<file path="src/rtl/core/hgrp_pkg.sv">
package hgrp_pkg;

	localparam int REQUEST_BYTES_DEF = 4096;
	localparam int PATH_BYTES_DEF    = 256;

	localparam logic [7:0] CH_NUL = 8'h00;
	localparam logic [7:0] CH_LF  = 8'h0a;
	localparam logic [7:0] CH_CR  = 8'h0d;
	localparam logic [7:0] CH_SP  = 8'h20;
	localparam logic [7:0] CH_DOT = 8'h2e;

	localparam logic [1:0] STATUS_OK   = 2'd0;
	localparam logic [1:0] STATUS_BAD  = 2'd1;
	localparam logic [1:0] STATUS_LONG = 2'd2;

	localparam logic [2:0] CT_PLAIN = 3'd0;
	localparam logic [2:0] CT_HTML  = 3'd1;
	localparam logic [2:0] CT_PNG   = 3'd2;
	localparam logic [2:0] CT_JPEG  = 3'd3;
	localparam logic [2:0] CT_GIF   = 3'd4;
	localparam logic [2:0] CT_CSS   = 3'd5;
	localparam logic [2:0] CT_JS    = 3'd6;
	localparam logic [2:0] CT_OCTET = 3'd7;

	localparam logic KIND_PATH    = 1'b0;
	localparam logic KIND_VERDICT = 1'b1;

	typedef enum logic [2:0] {
		ST_METHOD,
		ST_URI_FIRST,
		ST_URI,
		ST_VERSION,
		ST_HEADER,
		ST_DONE
	} stage_t;

	typedef struct packed {
		logic [7:0] data_byte;
		logic       request_end;
	} req_t;

	typedef struct packed {
		logic       kind;
		logic [7:0] path_byte;
		logic [1:0] status;
		logic [2:0] content_type;
		logic       default_index;
		logic [7:0] path_length;
	} res_t;

	// Expected byte of "GET "
	function automatic logic [7:0] method_char(input logic [1:0] idx);
		logic [7:0] c;
		case (idx)
			2'd0:    c = "G";
			2'd1:    c = "E";
			2'd2:    c = "T";
			default: c = CH_SP;
		endcase
		return c;
	endfunction

	// Expected byte of "HTTP/1.x"; minor selects the last digit
	function automatic logic [7:0] version_char(input logic [2:0] idx, input logic minor);
		logic [7:0] c;
		case (idx)
			3'd0:    c = "H";
			3'd1:    c = "T";
			3'd2:    c = "T";
			3'd3:    c = "P";
			3'd4:    c = "/";
			3'd5:    c = "1";
			3'd6:    c = ".";
			default: c = minor ? "1" : "0";
		endcase
		return c;
	endfunction

	// Map the text after the last dot to a content type
	function automatic logic [2:0] content_code(input logic dot, input logic [2:0] len,
			input logic [3:0][7:0] chars);
		logic [15:0] t2;
		logic [23:0] t3;
		logic [31:0] t4;
		logic [2:0]  ct;
		t2 = {chars[0], chars[1]};
		t3 = {chars[0], chars[1], chars[2]};
		t4 = {chars[0], chars[1], chars[2], chars[3]};
		ct = CT_OCTET;
		if (!dot) begin
			ct = CT_PLAIN;
		end else if (len == 3'd4) begin
			if (t4 == "html")
				ct = CT_HTML;
			else if (t4 == "jpeg")
				ct = CT_JPEG;
		end else if (len == 3'd3) begin
			case (t3)
				"htm":   ct = CT_HTML;
				"txt":   ct = CT_PLAIN;
				"png":   ct = CT_PNG;
				"jpg":   ct = CT_JPEG;
				"gif":   ct = CT_GIF;
				"css":   ct = CT_CSS;
				default: ct = CT_OCTET;
			endcase
		end else if (len == 3'd2) begin
			if (t2 == "js")
				ct = CT_JS;
		end
		return ct;
	endfunction

endpackage

</file>
<file path="src/rtl/core/hgrp_stream_if.sv">
interface hgrp_stream_if #(
	parameter type payload_t = logic [7:0]
);
	logic     valid;
	logic     ready;
	payload_t data;

	modport source (output valid, output data, input ready);
	modport sink (input valid, input data, output ready);
endinterface

</file>
<file path="src/rtl/core/hgrp_parser.sv">
module hgrp_parser #(
	parameter int REQUEST_BYTES = hgrp_pkg::REQUEST_BYTES_DEF,
	parameter int PATH_BYTES    = hgrp_pkg::PATH_BYTES_DEF
) (
	input  logic            clk,
	input  logic            arst_n,
	input  logic            step,
	input  hgrp_pkg::req_t  req,
	output logic            res_vld,
	output hgrp_pkg::res_t  res
);
	import hgrp_pkg::*;

	localparam int RCW = $clog2(REQUEST_BYTES);
	localparam int PCW = $clog2(PATH_BYTES + 1);
	localparam int PLW = (PCW > 8) ? PCW : 8;
	localparam logic [RCW-1:0] RC_LAST = RCW'(REQUEST_BYTES - 1);
	localparam logic [PCW-1:0] PC_MAX  = PCW'(PATH_BYTES - 1);
	localparam logic [PCW-1:0] PC_FULL = PCW'(PATH_BYTES);

	stage_t          stage_q, stage_d;
	logic [3:0]      midx_q, midx_d;
	logic [1:0]      vflags_q, vflags_d, vflags_n;
	logic [1:0]      term_q, term_d;
	logic            lf_q, lf_d;
	logic [RCW-1:0]  rcnt_q, rcnt_d;
	logic [PCW-1:0]  pcnt_q, pcnt_d;
	logic [3:0][7:0] ext_q, ext_d;
	logic            dot_q, dot_d;
	logic [2:0]      elen_q, elen_d;

	logic            verdict, emit_path;
	logic [1:0]      vstatus;
	logic [PCW-1:0]  emitted;
	logic [PLW-1:0]  emitted_x;
	logic [7:0]      b;

	assign b = req.data_byte;

	// Hold the parse state
	always_ff @(posedge clk or negedge arst_n) begin
		if (!arst_n) begin
			stage_q  <= ST_METHOD;
			midx_q   <= '0;
			vflags_q <= 2'b11;
			term_q   <= '0;
			lf_q     <= 1'b0;
			rcnt_q   <= '0;
			pcnt_q   <= '0;
			ext_q    <= '0;
			dot_q    <= 1'b0;
			elen_q   <= '0;
		end else if (step) begin
			stage_q  <= stage_d;
			midx_q   <= midx_d;
			vflags_q <= vflags_d;
			term_q   <= term_d;
			lf_q     <= lf_d;
			rcnt_q   <= rcnt_d;
			pcnt_q   <= pcnt_d;
			ext_q    <= ext_d;
			dot_q    <= dot_d;
			elen_q   <= elen_d;
		end
	end

	// Advance the parser by one byte
	always_comb begin
		stage_d   = stage_q;
		midx_d    = midx_q;
		vflags_d  = vflags_q;
		term_d    = term_q;
		lf_d      = lf_q;
		rcnt_d    = rcnt_q;
		pcnt_d    = pcnt_q;
		ext_d     = ext_q;
		dot_d     = dot_q;
		elen_d    = elen_q;
		vflags_n  = vflags_q & {b == version_char(midx_q[2:0], 1'b0),
				b == version_char(midx_q[2:0], 1'b1)};
		verdict   = 1'b0;
		emit_path = 1'b0;
		vstatus   = STATUS_BAD;

		if (stage_q != ST_DONE) begin
			if (rcnt_q >= RC_LAST || b == CH_NUL) begin
				verdict = 1'b1;
			end else begin
				unique case (stage_q)
					ST_METHOD: begin
						if (midx_q > 4'd3 || b != method_char(midx_q[1:0])) begin
							verdict = 1'b1;
						end else begin
							midx_d = midx_q + 4'd1;
							if (midx_q == 4'd3)
								stage_d = ST_URI_FIRST;
						end
					end
					ST_URI_FIRST: begin
						if (b == CH_SP || b == CH_CR || b == CH_LF)
							verdict = 1'b1;
						else
							stage_d = ST_URI;
					end
					ST_URI: begin
						if (b == CH_SP) begin
							stage_d  = ST_VERSION;
							midx_d   = '0;
							vflags_d = 2'b11;
						end else if (b == CH_CR || b == CH_LF) begin
							verdict = 1'b1;
						end else if (pcnt_q < PC_MAX) begin
							pcnt_d    = pcnt_q + PCW'(1);
							emit_path = 1'b1;
							if (b == CH_DOT) begin
								dot_d  = 1'b1;
								elen_d = '0;
							end else if (dot_q) begin
								if (elen_q < 3'd4)
									ext_d[elen_q[1:0]] = b;
								if (elen_q < 3'd5)
									elen_d = elen_q + 3'd1;
							end
						end else begin
							pcnt_d = PC_FULL;
						end
					end
					ST_VERSION: begin
						if (midx_q >= 4'd8) begin
							if (b == CH_CR) begin
								stage_d = ST_HEADER;
								term_d  = 2'd1;
								lf_d    = 1'b0;
							end else begin
								verdict = 1'b1;
							end
						end else begin
							vflags_d = vflags_n;
							if (vflags_n == 2'b00)
								verdict = 1'b1;
							else
								midx_d = midx_q + 4'd1;
						end
					end
					ST_HEADER: begin
						if (b == CH_LF) begin
							if (lf_q || term_q == 2'd3) begin
								verdict = 1'b1;
								vstatus = (pcnt_q >= PC_FULL) ? STATUS_LONG : STATUS_OK;
							end else begin
								term_d = (term_q == 2'd1) ? 2'd2 : 2'd0;
								lf_d   = 1'b1;
							end
						end else if (b == CH_CR) begin
							term_d = (term_q == 2'd2) ? 2'd3 : 2'd1;
							lf_d   = 1'b0;
						end else begin
							term_d = 2'd0;
							lf_d   = 1'b0;
						end
					end
					ST_DONE: ;
					default: ;
				endcase
			end
			if (rcnt_q < RC_LAST)
				rcnt_d = rcnt_q + RCW'(1);
		end

		if (verdict)
			stage_d = ST_DONE;

		// Close the connection: force a verdict if none was given
		if (req.request_end && stage_d != ST_DONE) begin
			verdict   = 1'b1;
			vstatus   = STATUS_BAD;
			emit_path = 1'b0;
		end

		emitted   = (pcnt_d < PC_MAX) ? pcnt_d : PC_MAX;
		emitted_x = PLW'(emitted);

		res_vld           = step && (verdict || emit_path);
		res.kind          = verdict ? KIND_VERDICT : KIND_PATH;
		res.path_byte     = verdict ? 8'd0 : b;
		res.status        = verdict ? vstatus : STATUS_OK;
		res.content_type  = CT_PLAIN;
		res.default_index = 1'b0;
		res.path_length   = verdict ? emitted_x[7:0] : 8'd0;
		if (verdict && vstatus == STATUS_OK) begin
			if (pcnt_d == '0) begin
				res.default_index = 1'b1;
				res.content_type  = CT_HTML;
			end else begin
				res.content_type = content_code(dot_q, elen_q, ext_q);
			end
		end

		// Return to reset values after the last byte
		if (req.request_end) begin
			stage_d  = ST_METHOD;
			midx_d   = '0;
			vflags_d = 2'b11;
			term_d   = '0;
			lf_d     = 1'b0;
			rcnt_d   = '0;
			pcnt_d   = '0;
			ext_d    = '0;
			dot_d    = 1'b0;
			elen_d   = '0;
		end
	end

endmodule

</file>
<file path="src/rtl/core/http_get_request_parser_top.sv">
// Channel | Dir | Payload                                                    | Handshake
// req     | in  | data_byte, request_end                                     | valid/ready
// res     | out | kind, path_byte, status, content_type, default_index,     | valid/ready
//         |     | path_length                                                |
//
// One byte per cycle sustained while the result side is ready. A byte enters the input register
// at the edge that accepts it; its result, if any, is loaded into the result register when the
// parser steps on that byte, which a stalled result can hold back, and is offered from there.
// Throughput is set by the byte step of the parser state machine.
// arst_n clears all control state at once; the block is ready right after reset.
// A stalled result holds the parser; bytes that make no result still pass only
// when the result register is free or being drained.
module http_get_request_parser_top #(
	parameter int REQUEST_BYTES = hgrp_pkg::REQUEST_BYTES_DEF,
	parameter int PATH_BYTES    = hgrp_pkg::PATH_BYTES_DEF
) (
	input logic         clk,
	input logic         arst_n,
	hgrp_stream_if.sink   req,
	hgrp_stream_if.source res
);
	import hgrp_pkg::*;

	req_t req_s1;
	logic vld_s1;
	logic adv;
	logic core_vld;
	res_t core_res;
	res_t res_q;
	logic res_vld_q;

	// Move the held byte through the parser when the result slot can take it
	assign adv       = vld_s1 && (!res_vld_q || res.ready);
	assign req.ready = !vld_s1 || adv;

	// Input register
	always_ff @(posedge clk or negedge arst_n) begin
		if (!arst_n)
			vld_s1 <= 1'b0;
		else if (req.ready)
			vld_s1 <= req.valid;
	end

	always_ff @(posedge clk) begin
		if (req.ready && req.valid)
			req_s1 <= req.data;
	end

	hgrp_parser #(
		.REQUEST_BYTES(REQUEST_BYTES),
		.PATH_BYTES   (PATH_BYTES)
	) u_parser (
		.clk    (clk),
		.arst_n (arst_n),
		.step   (adv),
		.req    (req_s1),
		.res_vld(core_vld),
		.res    (core_res)
	);

	// Result register: drop on transaction, load on a new result
	always_ff @(posedge clk or negedge arst_n) begin
		if (!arst_n) begin
			res_vld_q <= 1'b0;
		end else if (adv) begin
			res_vld_q <= core_vld;
		end else if (res.ready) begin
			res_vld_q <= 1'b0;
		end
	end

	always_ff @(posedge clk) begin
		if (adv && core_vld)
			res_q <= core_res;
	end

	assign res.valid = res_vld_q;
	assign res.data  = res_q;

endmodule

</file>
<file path="src/flat_wrapper.sv">
// flat-port wrapper written by rule: the top's interface ports become plain ports
module http_get_request_parser_top_flat import hgrp_pkg::*;
#(
	parameter int REQUEST_BYTES = hgrp_pkg::REQUEST_BYTES_DEF,
	parameter int PATH_BYTES    = hgrp_pkg::PATH_BYTES_DEF
)
  (clk, arst_n, req_valid, req_data, req_ready, res_valid, res_data, res_ready);
  hgrp_stream_if #(.payload_t(req_t)) req_i ();
  hgrp_stream_if #(.payload_t(res_t)) res_i ();
  input logic clk;
  input logic arst_n;
  input wire logic [$bits(req_i.valid)-1:0] req_valid;
  input wire logic [$bits(req_i.data)-1:0] req_data;
  output wire logic [$bits(req_i.ready)-1:0] req_ready;
  output wire logic [$bits(res_i.valid)-1:0] res_valid;
  output wire logic [$bits(res_i.data)-1:0] res_data;
  input wire logic [$bits(res_i.ready)-1:0] res_ready;
  assign req_i.valid = req_valid;
  assign req_i.data = req_data;
  assign req_ready = req_i.ready;
  assign res_valid = res_i.valid;
  assign res_data = res_i.data;
  assign res_i.ready = res_ready;
  http_get_request_parser_top #(.REQUEST_BYTES(REQUEST_BYTES), .PATH_BYTES(PATH_BYTES)) u_core (.clk(clk), .arst_n(arst_n), .req(req_i), .res(res_i));
endmodule
</file>
<file path="config.mk">
export PLATFORM = sky130hd
export DESIGN_NAME = http_get_request_parser_top_flat
export DESIGN_NICKNAME = d
export VERILOG_FILES = /design/src/rtl/core/hgrp_pkg.sv /design/src/rtl/core/hgrp_stream_if.sv /design/src/rtl/core/hgrp_parser.sv /design/src/rtl/core/http_get_request_parser_top.sv /design/src/flat_wrapper.sv
export SDC_FILE = /design/constraint.sdc
export NUM_CORES = 1
export LEC_CHECK = 0
export BUFFER_PORTS_ARGS = -buffer_cell sky130_fd_sc_hd__buf_4
export CAP_MARGIN = 40
export CORE_MARGIN = 4
export CORE_UTILIZATION = 50
export CTS_CLUSTER_SIZE = 28
export DETAILED_ROUTE_END_ITERATION = 16
export MAX_ROUTING_LAYER = met4
export PLACE_DENSITY = 0.68
export SLEW_MARGIN = 25
export SYNTH_ARGS = -nofsm -noshare
export SYNTH_HDL_FRONTEND = slang
export SYNTH_SLANG_ARGS = --single-unit
</file>
<file path="constraint.sdc">
create_clock -name clk -period 5.8 [get_ports clk]
set_input_delay 0.87 -clock clk [delete_from_list [all_inputs] [get_ports clk]]
set_output_delay 0.87 -clock clk [all_outputs]
set_load 0.01 [all_outputs]
</file>
==> results of run 1 <==
cells by family after synthesis:
group | Yosys count | synth area share, %
AOI/OAI and AO/OA | 175 | 21.02
xor gates and xnor gates | 13 | 1.919
adders and majority gates | 13 | 2.741
buffers and inverters | 55 | 3.816
DFF | 103 | 46.17
muxes | 7 | 1.244
and+or+nand+nor | 248 | 23.09
worst reg2reg max path, cell delays in order, from the launching register on:
cell,delay [ps]
dfrtp_1,690
inv_1,200
ha_1,350
nor4_1,490
or4_1,200
a22oi_1,60
a21o_1,190
a32oi_1,280
o21ai_1,90
buf_4,190
a21oi_2,620
buf_6,240
per-stage QoR:
stage                     area [µm²]  utilization (%)
after global routing            6618            57.46
after CTS                       6605            57.36
final                           6618            57.46
after floorplan                 5934                -
after detailed placement        6314            54.82
after global placement          6259            54.35
sequential cells by signal, summed over array words and instances, names as in the netlist:
| register | count |
|---|---|
| u_core.req_s1 | 9 |
| u_core.res.data | 23 |
| u_core.res.valid | 1 |
| u_core.u_parser.dot_q | 1 |
| u_core.u_parser.elen_q | 3 |
| u_core.u_parser.ext_q | 32 |
| u_core.u_parser.lf_q | 1 |
| u_core.u_parser.midx_q | 4 |
| u_core.u_parser.pcnt_q | 9 |
| u_core.u_parser.rcnt_q | 12 |
| u_core.u_parser.stage_q | 3 |
| u_core.u_parser.term_q | 2 |
| u_core.u_parser.vflags_q | 2 |
| u_core.vld_s1 | 1 |
final timing paths:
path,start,endpoint,slack [ps],depth (start not counted)
max in group asynchronous,arst_n,u_core.u_parser.vflags_q[0],4730,2
min in group clk,u_core.u_parser.ext_q[26],u_core.u_parser.ext_q[26],500,1
setup / recovery,u_core.u_parser.midx_q[2],u_core.res.data[13],1920,11
setup reg to reg,u_core.u_parser.midx_q[2],u_core.res.data[13],1920,11
hold reg to reg,u_core.u_parser.ext_q[26],u_core.u_parser.ext_q[26],500,1
hold / removal,arst_n,u_core.u_parser.ext_q[20],440,1
layer usage:
layer	vias up	GRT usage (%)	wire, µm	share of wire (%)
met2	185	35.15	6692	45
met5	-	-	0	0
met4	0	5.428	220	1.5
met1	2408	33.19	6876	47
li1	2346	-	-	-
met3	27	5.604	990	6.7
report_power, final:
group / switching [mW] / internal (mW) / total (mW) / leakage [nW]
combinational: 0.490 / 0.334 / 0.824 / 1.23
sequential: 0.138 / 0.889 / 1.03 / 1.28
clock: 0.270 / 0.317 / 0.587 / 0.139
synth_stat cells, drive strengths merged, types with 13 or more instances:
| cell | n | area share, % |
|---|---|---|
| a21oi | 28 | 2.4 |
| a22o | 33 | 4.9 |
| and2 | 14 | 1.5 |
| clkbuf | 26 | 1.6 |
| dfrtp | 69 | 29 |
| edfxtp | 32 | 16 |
| ha | 13 | 2.7 |
| inv | 20 | 1.3 |
| nand2 | 47 | 3.0 |
| nand3 | 20 | 1.7 |
| nor2 | 49 | 3.1 |
| nor2b | 14 | 1.5 |
| nor3 | 22 | 2.1 |
| o21ai | 40 | 3.4 |
cell type report:
cell class / count / area (µm²)
Clock buffer: 11 / 252.7
Clock inverter: 5 / 38.79
Fill cell: 1034 / 4898
Inverter: 20 / 75.07
Multi-Input combinational cell: 456 / 2972
Sequential cell: 103 / 2740
Tap cell: 143 / 178.9
Timing Repair Buffer: 45 / 360.3
==> flow_summary.ini, run 1 <==
[setup_path]
cp-start-kind = flip-flop
crit_chain = inv_1, ha_1, nor4_1, or4_1, a22oi_1, a21o_1, a32oi_1, o21ai_1, buf_4, a21oi_2, buf_6
crit_type = reg2reg
crit_fanout = 18
cpPeakStageDelay_ps = 690
setup.worst_path.end_class = flip-flop
crit_family = compound AO/OA/AOI/OAI gates
critPathRequiredTime_ps = 5860
arrival_ps = 3950
critical_path_buf_inv_count = 3
cp_slowest_cell = dfrtp_1

[logic_synthesis]
syn_inst = 614
ys_types = 73
synth-warning-count = 0
async_flop_share_pct = 68.93
avgSynthCellArea_um2 = 9.665
synth_ff_type = dfrtp_1
ys_seq_elements = 103
syn-num-nets = 640
netlist_area_um2 = 5934
ys_seq_area_share_pct = 46.17
synth_edf_count = 32

[clock_network]
cts.htree.levels = 3
path_clk_slew_ps = 70
clockBufferDepth = 2
cts_setup_buffers = 0
cts-hold-fix-buffers = 0
cts_sinks = 103
insertion_delay_ps = 360
cts-root-buf = clkbuf_16
numCtsBuffers = 9
cts_tree = yes
cts_resized = 0

[floorplanning]
die_area_um2 = 13680
dieWidth_um = 116.9
pin_count = 38
coreArea_um2 = 11520
start_util_pct = 51.53
die_h_um = 116.9
row_count = 39

[placed_design]
dp_hpwl_um = 10440
io_buffers = 37
place_ws_ps = 1935
dp.cells = 765
gp_congestion = 0.9710

[flow_run]
maxCapViolCount = 0

[detailed_routing]
viasPerCell = 6.342
drt_iter0_markers = 578
ant_nets = 0
vias = 4966
first_pass_iters = 4
drc = 0
routedWlPerCell_um = 18.88
routed_wl_um = 14780

[global_routing]
grt_pass1_vias = 4803
overflow = 0
grtUsageTotal_pct = 23.67
grt_pass1_wl_um = 24780
grt_max_degree = 43
antenna_found_initial = 0

[pwr]
leakagePower_nw = 2.652
power_density_nw_per_um2 = 368.4
irDropWorstVdd_mv = 0.2237
power_mw = 2.438

[final_layout]
layout_common_cells = dfrtp_1 (69), nor2_1 (49), nand2_1 (47)
fin_cells = 783
area_growth_pct = 11.51
antennaDiodeCount = 0
final_nets = 661
final_common_cell = dfrtp_1
drive_above_1_share_pct = 12.19

[sta]
rsz0062_at_grt = no
finalWorstSetupSlack_ps = 1919
final.min_clock_period_ps = 3881
relSlewSlack_pct = 50.48
worst_hold_slack_ps = 442.6
min_period_over_period_pct = 66.92
skew_ps = 12.25
report.final.hold_viol_count = 0
setup_tns_ps = 0
max_freq_mhz = 257.7
finalSetupViolCount = 0
tightest_slew_ps = 742.8
slew_violations = 0

[status]
status = completed

[hold_path]
min_path_type = in2async
No activity file was read; power rests on OpenSTA's default activity.
==> run 2, diff against run 1 <==
Settings changed: ABC_AREA from default to 1.
Clock period 5.8 ns to 3.75 ns, I/O delays scaled along.
==> run 2 against run 1 <==
Non-clock buffer count fell by 5. Largest power group is now combinational cells. Sequential share of layout area rose by 0.078 points. Register-to-register slack got worse by 1500 ps. Critical endpoint is now u_core.res.data[16].
==> flow_summary.ini, run 2 <==
[detailed_routing]
routedWlPerCell_um = 16.30
viasPerCell = 5.656
ant_nets = 0
routed_wl_um = 14960
vias = 5192
first_pass_iters = 6
drt_iter0_markers = 520
drc = 0

[clock_network]
cts_sinks = 103
numCtsBuffers = 9
cts.htree.levels = 3
insertion_delay_ps = 360
cts-root-buf = clkbuf_16
path_clk_slew_ps = 70
cts_tree = yes
clockBufferDepth = 2

[final_layout]
largest_reg_flops = 32
final_common_cell = nand2_1
final_nets = 796
area_growth_pct = 12.68
top_register = u_core.u_parser.ext_q
layout_common_cells = nand2_1 (124), inv_1 (120), nor2_1 (70)
fin_cells = 918
drive_above_1_share_pct = 12.26
antennaDiodeCount = 0

[floorplanning]
dieWidth_um = 116.3
start_util_pct = 51.12
die_h_um = 116.3
pin_count = 38
die_area_um2 = 13520
row_count = 39
coreArea_um2 = 11470

[pwr]
irDropWorstVdd_mv = 0.4773
leakagePower_nw = 2.960
power_density_nw_per_um2 = 712.1

[setup_path]
cp-start-kind = flip-flop
r2r-end = u_core.res.data[16]
arrival_ps = 3340
setup.worst_path.end_class = flip-flop
crit_chain = inv_1, ha_2, nand2_2, nand2_1, inv_1, nand3_1, nand3_1, a21oi_1, nand3_1, nand2_1, nand2_1, nand2_1, nand3_2, nand2_2, nand2_2, nand2_2, nand2_4, nand3_1, nand2_1, inv_1, buf_6
crit_top_cell = nand2_1
r2r_cells = 21
crit_type = reg2reg
cpPeakStageDelay_ps = 410
cp_slowest_cell = dfrtp_1
rrSetupSlack_ps = 450
timing.rr.start = u_core.u_parser.midx_q[0]
crit_fanout = 23
critPathRequiredTime_ps = 3800

[sta]
finalSetupViolCount = 0
rsz0062_at_grt = no
finalWorstSetupSlack_ps = 450.4
tightest_slew_ps = 670.6
slew_violations = 0
skew_ps = 9.145
setup_tns_ps = 0
max_freq_mhz = 303.1
report.final.hold_viol_count = 0
relSlewSlack_pct = 54.99
final.min_clock_period_ps = 3300
min_period_over_period_pct = 87.99

[logic_synthesis]
syn-num-nets = 756
yosysMostFrequentCell = nand2_1
synth_ff_type = dfrtp_1
netlist_area_um2 = 5862
ys_top_cells_by_area = dfrtp_1 (29%), edfxtp_1 (16%), nand2_1 (7.9%), inv_1 (7.7%), nand3_1 (5.4%)
syn_inst = 730
synthTopCellsByCount = nand2_1 (124), inv_1 (120), nor2_1 (70)
synth-warning-count = 0
ys_seq_area_share_pct = 46.74
ys_types = 49
async_flop_share_pct = 68.93
synth_edf_count = 32
avgSynthCellArea_um2 = 8.030
ys_seq_elements = 103
yosys.area.top_type_share_pct = 29.46
synth_area_leader_cell = dfrtp_1

[placed_design]
dp.cells = 902
io_buffers = 37
place_ws_ps = 376.2
dp_hpwl_um = 11410
gp_congestion = 0.9259

[global_routing]
grt_pass1_vias = 5038
overflow = 0
grt_pass1_wl_um = 24620
grt_max_degree = 49
grtUsageTotal_pct = 24.25
antenna_found_initial = 0

[flow_run]
maxCapViolCount = 0

[status]
status = completed

[hold_path]
min_path_type = in2async
-- run 2: layout make-up --
type	instances	area [µm²]
clock buffer	9	225.2
clock inverter	7	62.56
fill	1056	4862
inverter	136	510.5
multi-input combinational	480	2564
sequential	103	2740
tap	143	178.9
timing repair buffer	40	324.1
-- run 2: power by group --
group / internal, mW / switching (mW) / leakage, nW / total, mW
sequential: 1.57 / 0.244 / 1.26 / 1.81
combinational: 0.665 / 1.31 / 1.56 / 1.97
clock: 0.465 / 0.454 / 0.139 / 0.918
total: 2.70 / 2.01 / 2.96 / 4.70
-- run 2: worst max path at each step --
stage	from	endpoint	slack (ps)	cells past startpoint
2_1_floorplan	u_core.u_parser.midx_q[0]	u_core.res.data[0]	760	19
3_3_place_gp	u_core.u_parser.midx_q[0]	u_core.res.data[19]	520	20
3_5_place_dp	u_core.u_parser.midx_q[0]	u_core.res.data[10]	380	21
4_1_cts	u_core.u_parser.midx_q[0]	u_core.res.data[16]	360	21
5_1_grt	u_core.u_parser.midx_q[1]	u_core.res.data[16]	60	22
6_report	u_core.u_parser.midx_q[0]	u_core.res.data[16]	450	21
-- run 2: metal layers --
layer	up-vias	routed length [µm]	share of wire, %	global-route usage, %
met5	-	0	0	-
met2	180	7042	47	37.22
met3	28	944	6.3	5.492
li1	2539	-	-	-
met4	0	386	2.6	9.358
met1	2445	6586	44	31.43
-- run 2: kinds of logic after synthesis --
family / synth area share, %
simple gates: 26.10
buf+inv: 9.733
compound gates: 14.19
flops: 46.74
fa+ha+maj: 2.775
xor+xnor: 0.4483
-- run 2: timing repair --
| item | CTS | global route |
|---|---|---|
| buffers inserted | 0 | 0 |
| setup endpoints to repair | 0 | 23 |
| hold buffers | 0 | 0 |
| gates resized for setup | 0 | 4 |
-- run 2: through the flow --
stage          hold slack (ps)  utilization (%)  power, mW  area (µm²)
3_5_place_dp             467.8            54.95      3.769        6301
5_1_grt                  121.3            57.60      5.066        6605
6_report                 102.9            57.60      4.704        6605
4_1_cts                  109.4            57.46      4.706        6589
2_1_floorplan            266.9                -      3.169        5862
3_3_place_gp             465.7            54.71      3.730        6274
-- run 2: worst max-delay path, delay by kind of cell, from the launching register on --
family                     cells  cell delay, ps
and+or+nand+nor               15            1570
buffers and inverters          4             540
AOI/OAI and AO/OA              1             190
adders and majority gates      1             290
DFF                            1             410
==> run 3, diff against run 2 <==
==> constraint.sdc (replaced) <==
create_clock -name clk -period 3.75 [get_ports clk]
set_input_delay 0.375 -clock clk [delete_from_list [all_inputs] [get_ports clk]]
set_output_delay 0.375 -clock clk [all_outputs]
set_load 0.01 [all_outputs]
==> run 3 against run 2 <==
Power about the same. Sequential cell count unchanged. Critical endpoint unchanged. Clock power about the same. Critical path type unchanged.
==> flow_summary.ini, run 3 (synthesized netlist as in run 2, its figures left out) <==
[status]
status = completed

[clock_network]
cts_sinks = 103
path_clk_slew_ps = 70
cts-root-buf = clkbuf_16
cts_tree = yes
cts_setup_buffers = 0
clockBufferDepth = 2
cts.htree.levels = 3
insertion_delay_ps = 360
numCtsBuffers = 9

[sta]
rsz0062_at_grt = no
setup_tns_ps = 0
skew_ps = 9.022
relSlewSlack_pct = 55.19
tightest_slew_ps = 667.6
report.final.hold_viol_count = 0
finalSetupViolCount = 0
min_period_over_period_pct = 88.13
worst_hold_slack_ps = 196.2
final.min_clock_period_ps = 3305
slew_violations = 0
max_freq_mhz = 302.6

[pwr]
power_density_nw_per_um2 = 711.4
irDropWorstVdd_mv = 0.4769
leakagePower_nw = 2.964

[setup_path]
cp-start-kind = flip-flop
cp_slowest_cell = dfrtp_1
cpPeakStageDelay_ps = 530
startpoint = u_core.u_parser.midx_q[2]
crit_type = reg2reg
crit_chain = inv_2, ha_1, inv_1, nand2_1, nor2_1, nand2_1, nand3_1, nand2_1, nor2_1, nand2_1, nand2_1, nand2_1, nand2_1, nand3_2, nand2_2, nand2_2, nand2_2, nand2_4, nand3_1, nand2_1, inv_1, buf_6
arrival_ps = 3350
crit_top_cell = nand2_1
critPathRequiredTime_ps = 3800
timing.rr.start = u_core.u_parser.midx_q[2]
crit_fanout = 23
setup.worst_path.end_class = flip-flop

[global_routing]
grtUsageMet1_pct = 31.43
grt_pass1_wl_um = 24650
grt_pass1_vias = 5050
antenna_found_initial = 0
overflow = 0
grt_max_degree = 49
gr-usage-met3_pct = 5.492
met2_usage_pct = 37.30
grtUsageTotal_pct = 24.28
busiest_layer = met2

[final_layout]
top_register = u_core.u_parser.ext_q
final_nets = 797
drive_above_1_share_pct = 12.24
fillers = 1055
layout_common_cells = nand2_1 (124), inv_1 (120), nor2_1 (70)
area_growth_pct = 12.85
final_common_cell = nand2_1
fin_cells = 919
largest_reg_flops = 32
antennaDiodeCount = 0
fin_util_pct = 57.69

[floorplanning]
die_h_um = 116.3
die_area_um2 = 13520
start_util_pct = 51.12
pin_count = 38
row_count = 39
coreArea_um2 = 11470
dieWidth_um = 116.3

[hold_path]
min_path_type = in2reg
worstHoldStart = req_data[1]

[detailed_routing]
first_pass_iters = 8
drc = 0
vias = 5197
ant_nets = 0
routed_wl_um = 15010
viasPerCell = 5.655
drt_iter0_markers = 453
routedWlPerCell_um = 16.33

[placed_design]
io_buffers = 37
gp_congestion = 0.9259
dp_hpwl_um = 11410
dp.cells = 902

[flow_run]
maxCapViolCount = 0
==> run 3: changes by cell type in the layout (fill, tap and decap cells not counted), sizes merged <==
cell | before | now
dlygate4sd3 | 0 | 1
==> run 3: power by group <==
| part | switching, mW | leakage, nW | internal [mW] |
|---|---|---|---|
| Combinational | 1.31 | 1.56 | 0.665 |
| Sequential | 0.244 | 1.26 | 1.57 |
| Clock | 0.453 | 0.139 | 0.465 |
| Total | 2.01 | 2.96 | 2.70 |
==> run 3: layout make-up <==
| type | instances | area (µm²) | area share (%) |
|---|---|---|---|
| clock buffers | 9 | 225.2 | 3.405 |
| clock inverters | 7 | 62.56 | 0.9457 |
| inverters | 136 | 510.5 | 7.717 |
| multi-input cells | 480 | 2564 | 38.76 |
| flip-flops and latches | 103 | 2740 | 41.42 |
| well taps | 143 | 178.9 | 2.705 |
| repair buffers | 41 | 334.1 | 5.050 |
==> run 3: worst paths after layout <==
| path | endpoint | slack (ps) | cells after the start |
|---|---|---|---|
| setup / recovery | u_core.res.data[16] | 450 | 22 |
| max in group asynchronous | u_core.u_parser.vflags_q[1] | 2670 | 3 |
| min in group asynchronous | u_core.u_parser.ext_q[16] | 460 | 2 |
| setup reg to reg | u_core.res.data[16] | 450 | 22 |
| hold reg to reg | u_core.u_parser.lf_q | 510 | 2 |
| hold / removal | u_core.req_s1[1] | 200 | 1 |
==> run 3: layer usage <==
metal  wire length (µm)  share of wire [%]
met5                  0                  0
met4                384                2.6
met3                891                5.9
met2               7094                 47
met1               6637                 44
==> run 3: repair_timing <==
item	4_1_cts	5_1_grt
hold buffers	1	0
setup endpoints to repair	0	23
endpoints found under the hold margin	23	0
gates resized for setup	0	4
==> run 3: through the flow <==
step | worst slack, ps | power, mW | instance area [µm²]
finish | 445.1 | 4.706 | 6615
global route | 58.97 | 5.067 | 6615
CTS | 355.9 | 4.707 | 6599
detailed placement | 376.2 | 3.769 | 6301
global placement | 515.3 | 3.730 | 6274
floorplan | 762.8 | 3.169 | 5862
==> run 3: worst max-delay path: cells and delay by family, from the launching register on <==
kind	cells	cell delay [ps]
flops	1	530
buf+inv	4	560
fa+ha+maj	1	230
simple gates	17	1670
